File: config.mk
export PLATFORM = sky130hd
export DESIGN_NAME = i2c_master_bit_sequencer_top_flat
export DESIGN_NICKNAME = d
export VERILOG_FILES = /design/src/i2cmbs_pkg.sv /design/src/i2cmbs_in_if.sv /design/src/i2cmbs_out_if.sv /design/src/i2cmbs_core.sv /design/src/i2cmbs_out_reg.sv /design/src/i2c_master_bit_sequencer_top.sv /design/src/flat_wrapper.sv
export VERILOG_INCLUDE_DIRS = /design/src /design/src/src
export SDC_FILE = /design/constraint.sdc
export NUM_CORES = 1
export LEC_CHECK = 0
export BUFFER_PORTS_ARGS = -buffer_cell sky130_fd_sc_hd__buf_2
export CORE_ASPECT_RATIO = 1.4
export CORE_UTILIZATION = 40
export CTS_CLUSTER_SIZE = 14
export DETAILED_ROUTE_END_ITERATION = 10
export SYNTH_ARGS = -nofsm -noshare
export SYNTH_HDL_FRONTEND = slang
export SYNTH_HIERARCHICAL = 1
export SYNTH_SLANG_ARGS = --single-unit
File: constraint.sdc
create_clock -name i_clk -period 7.68 [get_ports i_clk]
set_input_delay 0.768 -clock i_clk [delete_from_list [all_inputs] [get_ports i_clk]]
set_output_delay 0.768 -clock i_clk [all_outputs]
set_load 0.01 [all_outputs]
File: src/i2c_master_bit_sequencer_top_macros.svh
// Assertion macros used by the sequencer top level.
`ifndef I2C_MASTER_BIT_SEQUENCER_TOP_MACROS_SVH
`define I2C_MASTER_BIT_SEQUENCER_TOP_MACROS_SVH

`ifndef SYNTHESIS
// Check a property on every clock edge outside reset.
`define I2CMBS_ASSERT(lbl, clk, rst_n, prop, msg) \
    lbl: assert property (@(posedge clk) disable iff (!rst_n) prop) else $error(msg);
// Check a property on every clock edge, reset included.
`define I2CMBS_ASSERT_ALWAYS(lbl, clk, prop, msg) \
    lbl: assert property (@(posedge clk) prop) else $error(msg);
`else
`define I2CMBS_ASSERT(lbl, clk, rst_n, prop, msg)
`define I2CMBS_ASSERT_ALWAYS(lbl, clk, prop, msg)
`endif

`endif

File: src/i2cmbs_pkg.sv
// Types, codes and constants of the I2C master bit sequencer.
package i2cmbs_pkg;

    localparam int unsigned PHASE_W     = 10;
    localparam int unsigned IDX_W       = 5;
    localparam logic [PHASE_W-1:0] PHASE_RESET = 10'd10;
    localparam logic [PHASE_W-1:0] PHASE_MIN   = 10'd1;

    typedef enum logic [2:0] {
        OP_TICK  = 3'd0,
        OP_START = 3'd1,
        OP_STOP  = 3'd2,
        OP_WRITE = 3'd3,
        OP_READ  = 3'd4,
        OP_SACK  = 3'd5,
        OP_RACK  = 3'd6
    } t_op;

    typedef struct packed {
        logic [2:0] opcode;
        logic [7:0] data_byte;
        logic       ack_out;
        logic       sda_in;
    } t_cmd_beat;

    typedef struct packed {
        logic              scl;
        logic              sda;
        t_op               cmd;
        logic [IDX_W-1:0]  idx;
        logic [PHASE_W-1:0] pc;
        logic [7:0]        shreg;
        logic              ack_seen;
        logic              running;
        logic [7:0]        tx;
    } t_state;

    typedef struct packed {
        logic       scl_out;
        logic       sda_out;
        logic       busy_res;
        logic       done_res;
        logic [7:0] read_byte;
        logic       ack_in;
        logic       rejected;
    } t_res;

    // Number of primitives each command expands into.
    function automatic logic [IDX_W-1:0] prim_count(input t_op cmd);
        case (cmd)
            OP_START: prim_count = 5'd4;
            OP_STOP:  prim_count = 5'd3;
            OP_WRITE: prim_count = 5'd24;
            OP_READ:  prim_count = 5'd25;
            OP_SACK:  prim_count = 5'd3;
            OP_RACK:  prim_count = 5'd4;
            default:  prim_count = 5'd0;
        endcase
    endfunction

endpackage

File: src/i2cmbs_in_if.sv
// Command and tick channel of the sequencer.
interface i2cmbs_in_if;
    logic       valid;
    logic       ready;
    logic [2:0] opcode;
    logic [7:0] data_byte;
    logic       ack_out;
    logic       sda_in;

    modport source (output valid, output opcode, output data_byte, output ack_out,
                    output sda_in, input ready);
    modport sink   (input valid, input opcode, input data_byte, input ack_out,
                    input sda_in, output ready);
endinterface

File: src/i2cmbs_out_if.sv
// Result channel of the sequencer.
interface i2cmbs_out_if;
    logic       valid;
    logic       ready;
    logic       scl_out;
    logic       sda_out;
    logic       busy_res;
    logic       done_res;
    logic [7:0] read_byte;
    logic       ack_in;
    logic       rejected;

    modport source (output valid, output scl_out, output sda_out, output busy_res,
                    output done_res, output read_byte, output ack_in, output rejected,
                    input ready);
    modport sink   (input valid, input scl_out, input sda_out, input busy_res,
                    input done_res, input read_byte, input ack_in, input rejected,
                    output ready);
endinterface

File: src/i2cmbs_core.sv
// Next-state and result logic for one command or tick beat.
module i2cmbs_core (
    input  i2cmbs_pkg::t_state              i_state,
    input  i2cmbs_pkg::t_cmd_beat           i_beat,
    input  logic [i2cmbs_pkg::PHASE_W-1:0]  i_phase_ticks,
    output i2cmbs_pkg::t_state              o_state,
    output i2cmbs_pkg::t_res                o_res
);
    import i2cmbs_pkg::*;

    typedef struct packed {
        logic [2:0] bit_no;
        logic [1:0] slot;
    } t_split;

    // Split an index into bit number and slot within a three-primitive group.
    function automatic t_split split3(input logic [IDX_W-1:0] idx);
        logic [8:0] prod;
        logic [3:0] q;
        logic [5:0] q3;
        logic [5:0] r;
        t_split     s;
        prod     = {4'b0, idx} * 9'd11;
        q        = prod[8:5];
        q3       = {2'b0, q} + {1'b0, q, 1'b0};
        r        = {1'b0, idx} - q3;
        s.bit_no = q[2:0];
        s.slot   = r[1:0];
        return s;
    endfunction

    t_state            n;
    logic              done;
    logic              rej;
    logic              prim_en;
    logic [IDX_W-1:0]  prim_idx;
    logic [IDX_W-1:0]  idx_inc;
    logic [PHASE_W-1:0] pc_dec;
    logic              is_cmd;
    t_split            sp;

    always_comb begin
        n        = i_state;
        done     = 1'b0;
        rej      = 1'b0;
        prim_en  = 1'b0;
        prim_idx = '0;
        idx_inc  = i_state.idx + 5'd1;
        pc_dec   = (i_state.pc != '0) ? i_state.pc - 10'd1 : i_state.pc;
        is_cmd   = i_beat.opcode inside {[OP_START:OP_RACK]};
        sp       = '0;

        if (is_cmd) begin
            if (i_state.running) begin
                rej = 1'b1;
            end else begin
                n.cmd     = t_op'(i_beat.opcode);
                n.idx     = '0;
                n.tx      = (i_beat.opcode == OP_SACK) ? {7'b0, i_beat.ack_out}
                                                       : i_beat.data_byte;
                if (i_beat.opcode == OP_READ) begin
                    n.shreg = '0;
                end
                n.running = 1'b1;
                n.pc      = i_phase_ticks;
                prim_en   = 1'b1;
            end
        end else if (i_state.running) begin
            n.pc = pc_dec;
            if (pc_dec == '0) begin
                if (idx_inc >= prim_count(i_state.cmd)) begin
                    n.running = 1'b0;
                    n.cmd     = OP_TICK;
                    n.idx     = '0;
                    done      = 1'b1;
                end else begin
                    n.idx    = idx_inc;
                    n.pc     = i_phase_ticks;
                    prim_en  = 1'b1;
                    prim_idx = idx_inc;
                end
            end
        end

        // Apply the primitive that opens the new phase.
        if (prim_en) begin
            case (n.cmd)
                OP_START: begin
                    case (prim_idx)
                        5'd0:    n.sda = 1'b1;
                        5'd1:    n.scl = 1'b1;
                        5'd2:    n.sda = 1'b0;
                        default: n.scl = 1'b0;
                    endcase
                end
                OP_STOP: begin
                    case (prim_idx)
                        5'd0:    n.sda = 1'b0;
                        5'd1:    n.scl = 1'b1;
                        default: n.sda = 1'b1;
                    endcase
                end
                OP_WRITE: begin
                    sp = split3(prim_idx);
                    case (sp.slot)
                        2'd0:    n.sda = n.tx[3'd7 - sp.bit_no];
                        2'd1:    n.scl = 1'b1;
                        default: n.scl = 1'b0;
                    endcase
                end
                OP_READ: begin
                    if (prim_idx == '0) begin
                        n.sda = 1'b1;
                    end else begin
                        sp = split3(prim_idx - 5'd1);
                        case (sp.slot)
                            2'd0: n.scl = 1'b1;
                            2'd1: begin
                                if (i_beat.sda_in) begin
                                    n.shreg[3'd7 - sp.bit_no] = 1'b1;
                                end
                            end
                            default: n.scl = 1'b0;
                        endcase
                    end
                end
                OP_SACK: begin
                    case (prim_idx)
                        5'd0:    n.sda = n.tx[0];
                        5'd1:    n.scl = 1'b1;
                        default: n.scl = 1'b0;
                    endcase
                end
                OP_RACK: begin
                    case (prim_idx)
                        5'd0:    n.sda = 1'b1;
                        5'd1:    n.scl = 1'b1;
                        5'd2:    n.ack_seen = i_beat.sda_in;
                        default: n.scl = 1'b0;
                    endcase
                end
                default: ;
            endcase
        end
    end

    assign o_state         = n;
    assign o_res.scl_out   = n.scl;
    assign o_res.sda_out   = n.sda;
    assign o_res.busy_res  = n.running;
    assign o_res.done_res  = done;
    assign o_res.read_byte = n.shreg;
    assign o_res.ack_in    = n.ack_seen;
    assign o_res.rejected  = rej;

endmodule

File: src/i2cmbs_out_reg.sv
// Result register that holds a beat until the receiver takes it.
module i2cmbs_out_reg (
    input  logic             i_clk,
    input  logic             i_rst_n,
    input  logic             i_push,
    input  i2cmbs_pkg::t_res i_res,
    output logic             o_can_push,
    i2cmbs_out_if.source     o_out
);
    import i2cmbs_pkg::*;

    logic r_valid;
    t_res r_res;

    assign o_can_push = !r_valid || o_out.ready;

    always_ff @(posedge i_clk) begin
        if (!i_rst_n) begin
            r_valid <= 1'b0;
        end else if (o_can_push) begin
            r_valid <= i_push;
        end
    end

    always_ff @(posedge i_clk) begin
        if (o_can_push && i_push) begin
            r_res <= i_res;
        end
    end

    assign o_out.valid     = r_valid;
    assign o_out.scl_out   = r_res.scl_out;
    assign o_out.sda_out   = r_res.sda_out;
    assign o_out.busy_res  = r_res.busy_res;
    assign o_out.done_res  = r_res.done_res;
    assign o_out.read_byte = r_res.read_byte;
    assign o_out.ack_in    = r_res.ack_in;
    assign o_out.rejected  = r_res.rejected;

endmodule

File: src/i2c_master_bit_sequencer_top.sv
// Top level of the I2C master bit sequencer.
//
// Usage: each beat on i_in is a tick or a command (start, stop, write byte,
// read byte, send ack, receive ack). Every tick carries the sampled SDA
// level in sda_in. Each beat yields exactly one result beat on o_out with
// the driven SCL/SDA levels, busy and done flags, the byte assembled by the
// latest read, the latest sampled ack and a rejected flag for commands that
// arrive while a sequence is still running.
// The phase length register is written through i_cfg_we/i_cfg_wdata; the user writes it
// only while idle, which the block does not enforce; a written zero is stored as one.
// Each result beat is registered and shows in the cycle after its beat is taken.
// Throughput: one beat per cycle unless stalled; the state update is a single
// combinational pass from the state registers into the result register.
// Stall: while the result register holds an untaken beat and the receiver
// keeps ready low, i_in.ready drops; the beat is taken in the same cycle the
// receiver takes the waiting result.
// Reset: synchronous, active low; both lines released high, sequencer idle,
// phase length back to ten ticks, no result pending.
module i2c_master_bit_sequencer_top (
    input  logic                           i_clk,
    input  logic                           i_rst_n,
    input  logic                           i_cfg_we,
    input  logic [i2cmbs_pkg::PHASE_W-1:0] i_cfg_wdata,
    i2cmbs_in_if.sink                      i_in,
    i2cmbs_out_if.source                   o_out
);
    import i2cmbs_pkg::*;

    `include "i2c_master_bit_sequencer_top_macros.svh"

    logic [PHASE_W-1:0] r_phase;
    t_state             r_state;
    t_state             n_state;
    t_res               core_res;
    t_cmd_beat          beat;
    logic               can_push;
    logic               accept;

    // Gather the input beat into one bundle for the core.
    assign beat.opcode    = i_in.opcode;
    assign beat.data_byte = i_in.data_byte;
    assign beat.ack_out   = i_in.ack_out;
    assign beat.sda_in    = i_in.sda_in;

    assign i_in.ready = can_push;
    assign accept     = i_in.valid && can_push;

    // Phase length register; a zero write is held as the minimum.
    always_ff @(posedge i_clk) begin
        if (!i_rst_n) begin
            r_phase <= PHASE_RESET;
        end else if (i_cfg_we) begin
            r_phase <= (i_cfg_wdata == '0) ? PHASE_MIN : i_cfg_wdata;
        end
    end

    i2cmbs_core u_core (
        .i_state       (r_state),
        .i_beat        (beat),
        .i_phase_ticks (r_phase),
        .o_state       (n_state),
        .o_res         (core_res)
    );

    // Advance the sequencer state only on an accepted beat.
    always_ff @(posedge i_clk) begin
        if (!i_rst_n) begin
            r_state.scl      <= 1'b1;
            r_state.sda      <= 1'b1;
            r_state.cmd      <= OP_TICK;
            r_state.idx      <= '0;
            r_state.pc       <= '0;
            r_state.shreg    <= '0;
            r_state.ack_seen <= 1'b0;
            r_state.running  <= 1'b0;
            r_state.tx       <= '0;
        end else if (accept) begin
            r_state <= n_state;
        end
    end

    i2cmbs_out_reg u_out_reg (
        .i_clk      (i_clk),
        .i_rst_n    (i_rst_n),
        .i_push     (i_in.valid),
        .i_res      (core_res),
        .o_can_push (can_push),
        .o_out      (o_out)
    );

    // A running sequence always has a live phase count.
    `I2CMBS_ASSERT(a_pc_live, i_clk, i_rst_n, r_state.running |-> (r_state.pc != '0), "phase count zero while running")
    // Idle leaves the primitive index parked at zero.
    `I2CMBS_ASSERT(a_idle_idx, i_clk, i_rst_n, !r_state.running |-> (r_state.idx == '0), "index not cleared when idle")
    // A rejected command leaves the sequence running.
    `I2CMBS_ASSERT(a_rej_busy, i_clk, i_rst_n, (accept && core_res.rejected) |=> r_state.running, "rejected command stopped the sequence")
    // Done and busy never show together.
    `I2CMBS_ASSERT(a_done_idle, i_clk, i_rst_n, (accept && core_res.done_res) |-> !core_res.busy_res, "done while still busy")
    // The phase length never holds zero.
    `I2CMBS_ASSERT(a_phase_nz, i_clk, i_rst_n, r_phase != '0, "phase length zero")

endmodule
File: src/flat_wrapper.sv
// flat-port wrapper written by rule: the top's interface ports become plain ports
module i2c_master_bit_sequencer_top_flat import i2cmbs_pkg::*;
  (i_clk, i_rst_n, i_cfg_we, i_cfg_wdata, i_in_valid, i_in_opcode, i_in_data_byte, i_in_ack_out, i_in_sda_in, i_in_ready, o_out_valid, o_out_scl_out, o_out_sda_out, o_out_busy_res, o_out_done_res, o_out_read_byte, o_out_ack_in, o_out_rejected, o_out_ready);
  i2cmbs_in_if i_in_i ();
  i2cmbs_out_if o_out_i ();
  input  logic i_clk;
  input  logic i_rst_n;
  input  logic i_cfg_we;
  input  logic [i2cmbs_pkg::PHASE_W-1:0] i_cfg_wdata;
  input wire logic [$bits(i_in_i.valid)-1:0] i_in_valid;
  input wire logic [$bits(i_in_i.opcode)-1:0] i_in_opcode;
  input wire logic [$bits(i_in_i.data_byte)-1:0] i_in_data_byte;
  input wire logic [$bits(i_in_i.ack_out)-1:0] i_in_ack_out;
  input wire logic [$bits(i_in_i.sda_in)-1:0] i_in_sda_in;
  output wire logic [$bits(i_in_i.ready)-1:0] i_in_ready;
  output wire logic [$bits(o_out_i.valid)-1:0] o_out_valid;
  output wire logic [$bits(o_out_i.scl_out)-1:0] o_out_scl_out;
  output wire logic [$bits(o_out_i.sda_out)-1:0] o_out_sda_out;
  output wire logic [$bits(o_out_i.busy_res)-1:0] o_out_busy_res;
  output wire logic [$bits(o_out_i.done_res)-1:0] o_out_done_res;
  output wire logic [$bits(o_out_i.read_byte)-1:0] o_out_read_byte;
  output wire logic [$bits(o_out_i.ack_in)-1:0] o_out_ack_in;
  output wire logic [$bits(o_out_i.rejected)-1:0] o_out_rejected;
  input wire logic [$bits(o_out_i.ready)-1:0] o_out_ready;
  assign i_in_i.valid = i_in_valid;
  assign i_in_i.opcode = i_in_opcode;
  assign i_in_i.data_byte = i_in_data_byte;
  assign i_in_i.ack_out = i_in_ack_out;
  assign i_in_i.sda_in = i_in_sda_in;
  assign i_in_ready = i_in_i.ready;
  assign o_out_valid = o_out_i.valid;
  assign o_out_scl_out = o_out_i.scl_out;
  assign o_out_sda_out = o_out_i.sda_out;
  assign o_out_busy_res = o_out_i.busy_res;
  assign o_out_done_res = o_out_i.done_res;
  assign o_out_read_byte = o_out_i.read_byte;
  assign o_out_ack_in = o_out_i.ack_in;
  assign o_out_rejected = o_out_i.rejected;
  assign o_out_i.ready = o_out_ready;
  i2c_master_bit_sequencer_top u_core (.i_clk(i_clk), .i_rst_n(i_rst_n), .i_cfg_we(i_cfg_we), .i_cfg_wdata(i_cfg_wdata), .i_in(i_in_i), .o_out(o_out_i));
endmodule
==> results of run 1 <==
## cells by family after synthesis
family / count (synthesis) / share of synthesized area (%)
compound gates: 173 / 22.28
xor+xnor: 19 / 3.369
fa+ha+maj: 44 / 10.50
buf+inv: 88 / 8.806
flops: 63 / 26.02
mux: 37 / 7.249
simple gates: 217 / 21.77
## per-layer routing
layer / up-vias / global-route usage (%)
met1: 2180 / 22.92
met4: 0 / 9.764
li1: 2308 / -
met2: 94 / 36.66
met3: 26 / 2.813
met5: - / 0
## stage by stage
stage	util [%]	hold WS, ns	power [mW]	instances
floorplan	-	0.4642	0.5291	641
global placement	42.58	0.5379	0.5697	813
detailed placement	42.58	0.5447	0.5715	813
CTS	44.87	0.5533	0.9822	829
global route	45.04	0.5706	1.025	831
finish	45.04	0.5518	0.9713	831
## critical path, stage by stage, from the launching register on
cell      delay, ns
dfxtp_1        0.40
inv_1          0.13
ha_1           0.33
or4b_4         0.53
or4_1          0.65
o211ai_2       0.15
nand4_1        0.12
buf_4          0.18
nor2_2         0.18
nand2_1        0.22
ha_1           0.29
xnor2_1        0.31
ha_1           0.31
ha_1           0.29
ha_1           0.30
a31o_2         0.24
a21oi_1        0.32
xnor2_1        0.19
ha_1           0.19
xor2_1         0.17
xnor2_1        0.15
xnor2_1        0.11
o21bai_1       0.16
and4b_1        0.24
a211oi_1       0.24
a31oi_1        0.13
and3b_1        0.23
o21ai_1        0.07
## power by group through the flow
stage / clock [mW] / combinational (mW) / sequential (mW)
floorplan: 0 / 0.157 / 0.372
global placement: 0 / 0.193 / 0.377
detailed placement: 0 / 0.194 / 0.378
CTS: 0.417 / 0.195 / 0.370
global route: 0.434 / 0.218 / 0.373
finish: 0.405 / 0.196 / 0.370
## layout make-up
class                      count  area, µm²
clock buffer                   9      225.2
timing repair buffer          54      297.8
multi-input combinational    490       3522
inverter                      30      112.6
tap                          178      222.7
fill                        1312       7143
sequential                    63       1401
clock inverter                 7      72.57
## flip-flops by register name, summed over array words and instances (netlist names)
name and flops:
u_core/u_out_reg/o_out.busy_res 1, u_core/u_out_reg/o_out.scl_out 1, u_core/r_phase 10, u_core/u_out_reg/o_out.sda_out 1
u_core/u_out_reg/o_out.valid 1, u_core/u_out_reg/o_out.read_byte 8, u_core/r_state 38, u_core/u_out_reg/o_out.done_res 1
u_core/u_out_reg/o_out.ack_in 1, u_core/u_out_reg/o_out.rejected 1
## placed cells by master (no fill, tap or decap), drive strengths merged, types with 4 or more instances in the layout
master and count:
ha 42, o21ai 26, or4 4, nand2 50, or2 7, o21a 38
clkinv 4, nand3 17, dfxtp 49, a22o 8, a21o 4, clkbuf 9
nor2 37, xnor2 11, a21oi 26, buf 54, a21boi 38, nor2b 12
inv 31, or3 5, nand2b 6, nand4 4, mux2i 30, o31ai 6
o211ai 7, and3 40, nor3 15, edfxtp 14, mux2 6, xor2 7
a31oi 5
## worst min-delay path by stage
stage	from	end	slack [ns]	depth (start not counted)
after floorplan	u_core/r_phase[3]$_SDFFE_PN1P_	u_core/r_phase[3]$_SDFFE_PN1P_	0.46	2
after global placement	u_core/r_phase[7]$_SDFFE_PN0P_	u_core/r_phase[7]$_SDFFE_PN0P_	0.54	2
after detailed placement	u_core/r_phase[9]$_SDFFE_PN0P_	u_core/r_phase[9]$_SDFFE_PN0P_	0.54	2
after CTS	u_core/r_phase[9]$_SDFFE_PN0P_	u_core/r_phase[9]$_SDFFE_PN0P_	0.55	2
after global routing	u_core/r_phase[3]$_SDFFE_PN1P_	u_core/r_phase[3]$_SDFFE_PN1P_	0.57	2
final	u_core/r_phase[2]$_SDFFE_PN0P_	u_core/r_phase[2]$_SDFFE_PN0P_	0.55	2
## timing repair
action,CTS,global route
buffers inserted,0,2
gates resized for setup,0,2
endpoints found under the setup margin,0,5
==> impl_metrics.env, run 1 <==
export IMPL_outcome="finished clean"
export IMPL_finalMaxSlewViolations=0
export IMPL_synth_edff_count=14
export IMPL_hp_class="register to register"
export IMPL_die_h_um=139.3
export IMPL_pin_count=44
export IMPL_gp_congestion=0.8865
export IMPL_power_internal_mw=0.6865
export IMPL_timing_final_crit_share_pct=91.02
export IMPL_num_antenna_cells=0
export IMPL_synthTopCellsByArea="dfxtp_1 (18%), ha_1 (9.8%), edfxtp_1 (7.8%)"
export IMPL_cts_num_sinks=63
export IMPL_power_leakage_nw=2.687
export IMPL_clk_pin_slew_ns=0.06
export IMPL_end_kind="register"
export IMPL_synthCells=641
export IMPL_worstPathMaxFanout=10
export IMPL_netSwitchingFraction_pct=29.32
export IMPL_core_mm2=0.01300
export IMPL_p_comb_share_pct=20.1
export IMPL_pwr_share_clk_pct=41.7
export IMPL_avgSynthCellArea_um2=8.401
export IMPL_cts_path_max_buffers=2
export IMPL_setup_tns_ns=0
export IMPL_ant_nets=0
export IMPL_cts_root_buffer="clkbuf_16"
export IMPL_startpoint="u_core/r_state[18]$_SDFFE_PN0P_"
export IMPL_cts_hold_buffers=0
export IMPL_first_pass_iters=5
export IMPL_wl_met1_um=5654
export IMPL_die_w_um=100.1
export IMPL_layout_nets=720
export IMPL_clk_latency_ns=0.33
export IMPL_setup_viol=0
export IMPL_route_met2_wl_um=6924
export IMPL_crit_required_ns=7.84
export IMPL_place_area_mm2=0.005534
export IMPL_synth_common_cells="nand2_1 (50), dfxtp_1 (49), ha_1 (42)"
export IMPL_dp_hpwl_um=9698
export IMPL_wl_per_cell_um=16.16
export IMPL_ys_flop_type="dfxtp_1"
export IMPL_drive_above_1_share_pct=14.40
export IMPL_grt_usage_pct=20.22
export IMPL_vias_per_cell=5.545
export IMPL_port_buffers=43
export IMPL_netlist_area_mm2=0.005385
export IMPL_synth_top_cell_by_area="dfxtp_1"
export IMPL_worstMarginPinSlew_ns=1.184
export IMPL_wirelength_um=13430
export IMPL_drtIter0Drc=182
export IMPL_grt_pass1_vias=4497
export IMPL_layout_setup_ws_ns=0.6895
export IMPL_critPathKind="register to register"
export IMPL_drc=0
export IMPL_synth_fp_nets=713
export IMPL_grt_max_degree=80
export IMPL_htreeDepth=3
export IMPL_worst_r2r_startpoint="u_core/r_state[18]$_SDFFE_PN0P_"
export IMPL_hold_viol=0
export IMPL_pre_cts_slack_ns=0.5717
export IMPL_power_switching_mw=0.2848
export IMPL_arrival_ns=7.15
export IMPL_die_area_mm2=0.01394
export IMPL_endpoint="u_core/r_state[37]$_SDFFE_PN1P_"
export IMPL_min_period_ns=6.991
export IMPL_rsz0062_at_grt="no"
export IMPL_grt_pass1_wl_um=22350
export IMPL_max_cap_viol_count=0
export IMPL_seqPwrFrac_pct=38.1
export IMPL_r2r_end="u_core/r_state[37]$_SDFFE_PN1P_"
export IMPL_synth_top_area_share_pct=18.22
export IMPL_cts_tree="yes"
export IMPL_area_growth_pct=8.713
export IMPL_synth_most_common_cell="nand2_1"
export IMPL_synth_seq_cells=63
export IMPL_postSynth_asyncResetShare_pct=0
export IMPL_cp_start_kind="register"
export IMPL_route_met3_wl_um=376
export IMPL_yosys_warnings=6
export IMPL_rows=49
export IMPL_start_util_pct=41.43
export IMPL_final_cell_area_mm2=0.005854
export IMPL_p_per_area_mw_per_mm2=165.9
export IMPL_cts_made_buffers=9
export IMPL_slew_headroom_pct=21.05
export IMPL_ff2ff_path_depth=27
export IMPL_clock_skew_final_ns=0.007134
export IMPL_top_layer="met4"
export IMPL_grt_ovfl_total=0
export IMPL_max_freq_ghz=0.1431
export IMPL_synth_distinct_cells=66
export IMPL_ys_seq_area_share_pct=26.02
export IMPL_regToRegSetupSlack_ns=0.69
export IMPL_dr_total_vias=4608
export IMPL_grt_antenna_before_repair=0
export IMPL_max_vdd_ir_drop_mv=0.08920
Power figures use the tool's default switching activity.
==> run 2, diff against run 1 <==
- RECOVER_POWER: default -> 100
==> impl_metrics.env, run 2 (synthesis gave the netlist of run 1 again) <==
export IMPL_finalNonFillerCells=831
export IMPL_vias_per_cell=5.538
export IMPL_drtIter0Drc=194
export IMPL_timing_final_crit_share_pct=93.04
export IMPL_critPathMaxStageDelay_ns=0.65
export IMPL_endpoint="u_core/r_state[37]$_SDFFE_PN1P_"
export IMPL_grt_antenna_before_repair=0
export IMPL_wl_per_cell_um=16.25
export IMPL_netSwitchingFraction_pct=29.39
export IMPL_cts_num_sinks=63
export IMPL_fin_hold_ws_ns=0.5513
export IMPL_dp_hpwl_um=9698
export IMPL_crit_required_ns=7.84
export IMPL_min_period_ns=7.145
export IMPL_dr_total_vias=4602
export IMPL_hold_viol=0
export IMPL_drc=0
export IMPL_area_growth_pct=7.667
export IMPL_layout_commonest_cell="nand2_1"
export IMPL_ant_nets=0
export IMPL_core_mm2=0.01300
export IMPL_layout_nets=720
export IMPL_pwr_share_clk_pct=41.9
export IMPL_grt_pass1_wl_um=22350
export IMPL_clk_latency_ns=0.33
export IMPL_worstMarginPinSlew_ns=2.816
export IMPL_rows=49
export IMPL_die_h_um=139.3
export IMPL_critPathKind="register to register"
export IMPL_max_flop_register="u_core/r_state"
export IMPL_grt_pass1_vias=4497
export IMPL_violations="capacitance limit, slew limit"
export IMPL_port_buffers=43
export IMPL_grt_usage_pct=20.22
export IMPL_first_pass_iters=4
export IMPL_largest_reg_flops=38
export IMPL_clk_pin_slew_ns=0.05
export IMPL_setup_viol=0
export IMPL_max_freq_ghz=0.1400
export IMPL_ff2ff_path_depth=26
export IMPL_wirelength_um=13510
export IMPL_path_buf_inv=5
export IMPL_gp_congestion=0.8865
export IMPL_setup_tns_ns=0
export IMPL_grt_ovfl_total=0
export IMPL_die_w_um=100.1
export IMPL_outcome="finished with violations"
export IMPL_utilization_pct=44.61
export IMPL_pre_cts_slack_ns=0.5717
export IMPL_p_total_mw=0.9674
export IMPL_seqPwrFrac_pct=38.3
export IMPL_cts_path_max_buffers=2
export IMPL_place_area_mm2=0.005534
export IMPL_max_vdd_ir_drop_mv=0.08931
export IMPL_hp_class="register to register"
export IMPL_htreeDepth=3
export IMPL_path_depth=26
export IMPL_power_internal_mw=0.6830
export IMPL_use_met2_pct=36.66
export IMPL_regToRegSetupSlack_ns=0.53
export IMPL_final_cell_mix="nand2_1 (50), dfxtp_1 (49), ha_1 (42)"
export IMPL_drive_above_1_share_pct=10.41
export IMPL_clock_skew_final_ns=0.006917
export IMPL_cts_hold_buffers=0
export IMPL_final_cell_area_mm2=0.005798
export IMPL_power_leakage_nw=2.612
export IMPL_cts_made_buffers=9
export IMPL_grt_max_degree=80
export IMPL_start_util_pct=41.43
export IMPL_num_antenna_cells=0
export IMPL_slew_headroom_pct=-87.71
export IMPL_dpl_cell_count=813
export IMPL_startpoint="u_core/r_state[18]$_SDFFE_PN0P_"
export IMPL_p_comb_share_pct=19.8
export IMPL_finalMaxSlewViolations=159
export IMPL_end_kind="register"
export IMPL_worst_r2r_startpoint="u_core/r_state[18]$_SDFFE_PN0P_"
export IMPL_power_switching_mw=0.2843
export IMPL_layout_setup_ws_ns=0.5346
export IMPL_cp_start_kind="register"
export IMPL_rsz0062_at_grt="no"
export IMPL_grt_met1_usage_pct=22.92
export IMPL_arrival_ns=7.31
export IMPL_cpLargestDelayFamily="simple AND/OR/NAND/NOR gates"
export IMPL_cts_tree="yes"
export IMPL_pin_count=44
export IMPL_crit_slowest_cell="or4_1"
export IMPL_use_met3_pct=2.813
export IMPL_max_cap_viol_count=2
export IMPL_gr_max_usage_layer="met2"
export IMPL_die_area_mm2=0.01394
export IMPL_cts_root_buffer="clkbuf_16"
export IMPL_worstPathMaxFanout=10
export IMPL_p_per_area_mw_per_mm2=166.8
export IMPL_r2r_end="u_core/r_state[37]$_SDFFE_PN1P_"
==> run 2: cell count changes in the layout (fill, tap and decap cells not counted), moves of 3 or more <==
cell	delta
clkbuf_1	+20
buf_4	-3
buf_2	-17
and2_0	+3
==> run 2: final cells by class <==
type | count | area [µm²]
multi-input combinational | 490 | 3498
clock inverter | 7 | 72.57
fill | 1336 | 7199
timing repair buffer | 54 | 265.3
clock buffer | 9 | 225.2
tap | 178 | 222.7
inverter | 30 | 112.6
sequential | 63 | 1401
==> run 2: power groups by stage <==
stage               Clock, mW  Combinational (mW)  Sequential (mW)
floorplan                   0               0.157            0.372
global placement            0               0.193            0.377
detailed placement          0               0.194            0.378
CTS                     0.417               0.195            0.370
global route            0.434               0.214            0.373
finish                  0.406               0.191            0.371
==> run 2: how the worst min path moves through the flow <==
| stage | startpoint | to | slack, ns | depth (start not counted) |
|---|---|---|---|---|
| floorplan | u_core/r_phase[3]$_SDFFE_PN1P_ | u_core/r_phase[3]$_SDFFE_PN1P_ | 0.46 | 2 |
| global placement | u_core/r_phase[7]$_SDFFE_PN0P_ | u_core/r_phase[7]$_SDFFE_PN0P_ | 0.54 | 2 |
| detailed placement | u_core/r_phase[9]$_SDFFE_PN0P_ | u_core/r_phase[9]$_SDFFE_PN0P_ | 0.54 | 2 |
| CTS | u_core/r_phase[9]$_SDFFE_PN0P_ | u_core/r_phase[9]$_SDFFE_PN0P_ | 0.55 | 2 |
| global route | u_core/r_phase[3]$_SDFFE_PN1P_ | u_core/r_phase[3]$_SDFFE_PN1P_ | 0.57 | 2 |
| finish | u_core/r_phase[9]$_SDFFE_PN0P_ | u_core/r_phase[9]$_SDFFE_PN0P_ | 0.55 | 2 |
==> run 2: per-layer routing <==
metal / up-vias / wire [µm]
li1: 2304 / -
met1: 2182 / 5639
met2: 88 / 6988
met3: 28 / 380
met4: 0 / 497
met5: - / 0
==> run 2: tightest hold or removal path, stage by stage, from the launching register on <==
cell     delay (ns)
dfxtp_1        0.32
mux2i_1        0.12
nor2b_1        0.06
==> run 2: repair_timing <==
| action | 4_1_cts | 5_1_grt |
|---|---|---|
| resized for setup | 0 | 2 |
| setup endpoints to repair | 0 | 5 |
| buffers inserted | 0 | 2 |
==> run 3, diff against run 2 <==
- PLACE_DENSITY: default -> 0.58
- SKIP_CTS_REPAIR_TIMING: default -> 1
- SYNTH_HIERARCHICAL: 1 -> default
==> impl_metrics.env, run 3 <==
export IMPL_utilization_pct=47.16
export IMPL_num_antenna_cells=0
export IMPL_fin_hold_ws_ns=0.4546
export IMPL_wl_per_cell_um=17.25
export IMPL_grt_max_degree=35
export IMPL_max_vdd_ir_drop_mv=0.09188
export IMPL_netSwitchingFraction_pct=30.75
export IMPL_vias_per_cell=5.861
export IMPL_p_total_mw=0.9681
export IMPL_grt_pass1_vias=4308
export IMPL_layout_commonest_cell="nand2_1"
export IMPL_cts_num_sinks=63
export IMPL_grt_antenna_before_repair=0
export IMPL_synth_top_cell_by_area="dfxtp_1"
export IMPL_die_w_um=94.52
export IMPL_synth_seq_cells=63
export IMPL_nFillCells=1168
export IMPL_critPathMaxStageDelay_ns=0.50
export IMPL_die_h_um=131.5
export IMPL_cts_made_buffers=9
export IMPL_outcome="finished with violations"
export IMPL_synth_most_common_cell="nand2_1"
export IMPL_clk_pin_slew_ns=0.06
export IMPL_power_leakage_nw=2.309
export IMPL_synth_fp_nets=647
export IMPL_setup_viol=0
export IMPL_cts_path_max_buffers=2
export IMPL_core_mm2=0.01151
export IMPL_ys_seq_area_share_pct=29.24
export IMPL_drtIter0Drc=226
export IMPL_path_buf_inv=5
export IMPL_critPathKind="register to register"
export IMPL_synthTopCellsByArea="dfxtp_1 (20%), ha_1 (11%), edfxtp_1 (8.8%)"
export IMPL_setup_tns_ns=0
export IMPL_worstMarginPinSlew_ns=1.915
export IMPL_violations="capacitance limit, slew limit"
export IMPL_htreeDepth=3
export IMPL_postSynth_asyncResetShare_pct=0
export IMPL_area_growth_pct=13.26
export IMPL_yosys_warnings=0
export IMPL_wirelength_um=13130
export IMPL_netlist_area_mm2=0.004793
export IMPL_die_area_mm2=0.01243
export IMPL_ys_flop_type="dfxtp_1"
export IMPL_pre_cts_slack_ns=0.1335
export IMPL_p_comb_share_pct=19.9
export IMPL_first_pass_iters=5
export IMPL_hp_class="register to register"
export IMPL_layout_setup_ws_ns=0.5252
export IMPL_grt_pass1_wl_um=21040
export IMPL_slew_headroom_pct=-29.05
export IMPL_drive_above_1_share_pct=12.64
export IMPL_avgSynthCellArea_um2=8.351
export IMPL_synthCells=574
export IMPL_dr_total_vias=4460
export IMPL_drc=0
export IMPL_start_util_pct=41.64
export IMPL_layout_nets=685
export IMPL_port_buffers=43
export IMPL_rsz0062_at_grt="no"
export IMPL_crit_required_ns=7.82
export IMPL_crit_slowest_cell="fa_1"
export IMPL_synth_distinct_cells=75
export IMPL_crit_top_cell="ha_1"
export IMPL_cts_tree="yes"
export IMPL_min_period_ns=7.155
export IMPL_max_flop_register="u_core.r_state"
export IMPL_rows=46
export IMPL_clock_skew_final_ns=0.006623
export IMPL_synth_edff_count=14
export IMPL_seqPwrFrac_pct=39.3
export IMPL_clk_latency_ns=0.33
export IMPL_cpLargestDelayFamily="adder cells"
export IMPL_power_switching_mw=0.2977
export IMPL_max_freq_ghz=0.1398
export IMPL_largest_reg_flops=38
export IMPL_gp_congestion=0.9001
export IMPL_timing_final_crit_share_pct=93.16
export IMPL_max_cap_viol_count=1
export IMPL_cp_start_kind="register"
export IMPL_final_cell_mix="nand2_1 (59), nor2_1 (54), dfxtp_1 (49)"
export IMPL_grt_usage_pct=21.70
export IMPL_pwr_share_clk_pct=40.9
export IMPL_pin_count=44
export IMPL_grt_ovfl_total=0
export IMPL_dp_hpwl_um=10140
export IMPL_synth_top_area_share_pct=20.46
export IMPL_p_per_area_mw_per_mm2=178.3
export IMPL_arrival_ns=7.29
export IMPL_synth_common_cells="nand2_1 (59), nor2_1 (54), dfxtp_1 (49)"
export IMPL_end_kind="register"
export IMPL_ant_nets=0
export IMPL_finalMaxSlewViolations=16
export IMPL_hold_viol=0
export IMPL_power_internal_mw=0.6705
export IMPL_cts_root_buffer="clkbuf_16"
export IMPL_worstPathMaxFanout=8
## run 3: path summary, 6_finish.rpt
path	startpoint	endpoint	slack, ns	depth (start not counted)
max	u_core.r_state[33]$_SDFFE_PN0P_	u_core.u_out_reg.o_out.read_byte[6]$_DFFE_PP_	0.53	32
min	u_core.r_state[0]$_SDFFE_PN0P_	u_core.r_state[0]$_SDFFE_PN0P_	0.45	2
max reg2reg	u_core.r_state[33]$_SDFFE_PN0P_	u_core.u_out_reg.o_out.read_byte[6]$_DFFE_PP_	0.53	32
min reg2reg	u_core.r_state[0]$_SDFFE_PN0P_	u_core.r_state[0]$_SDFFE_PN0P_	0.45	2
## run 3: area by class of cell
class / instances / area (µm²) / share of cell area (%)
multi-input combinational: 451 / 3181 / 58.58
clock buffer: 10 / 250.2 / 4.609
timing repair buffer: 51 / 237.7 / 4.379
sequential: 63 / 1401 / 25.81
inverter: 36 / 136.4 / 2.512
tap: 144 / 180.2 / 3.319
clock inverter: 6 / 42.54 / 0.7836
## run 3: worst register-to-register path: cells and delay by family, from the launching register on
family	cells	cell delay [ns]
buf+inv	5	0.54
flops	1	0.41
fa+ha+maj	7	2.03
mux	1	0.23
xor+xnor	5	0.90
simple gates	9	1.75
compound gates	5	1.12
## run 3: stage by stage
stage | cell area, µm² | instances
4_1_cts | 5438 | 760
6_report | 5429 | 761
3_3_place_gp | 5145 | 744
5_1_grt | 5429 | 761
2_1_floorplan | 4793 | 574
3_5_place_dp | 5145 | 744
## run 3: cells by family (layout without fill, tap and decap cells)
group                    after synthesis  in the layout  share of synthesized area, %
multiplexers                          29             29                         6.682
adder cells (fa/ha/maj)               45             45                         12.06
flip-flops                            63             63                         29.24
buffers and inverters                 60            103                         4.855
AO/OA/AOI/OAI                        141            141                         20.20
AND/OR/NAND/NOR                      214            214                         22.34
XOR/XNOR                              22             22                         4.620
## run 3: routing by layer
metal,vias up,wire length [µm],GRT usage [%]
met5,-,0,0
met4,0,480,9.091
met3,34,463,3.530
met2,141,7080,40.46
met1,2106,5107,23.40
li1,2179,-,-
## run 3: power by group through the flow
| stage | registers (mW) | clock network [mW] | logic [mW] |
|---|---|---|---|
| after floorplan | 0.379 | 0 | 0.146 |
| after global placement | 0.386 | 0 | 0.191 |
| after detailed placement | 0.386 | 0 | 0.192 |
| after CTS | 0.379 | 0.406 | 0.193 |
| after global routing | 0.383 | 0.421 | 0.213 |
| final | 0.380 | 0.396 | 0.192 |
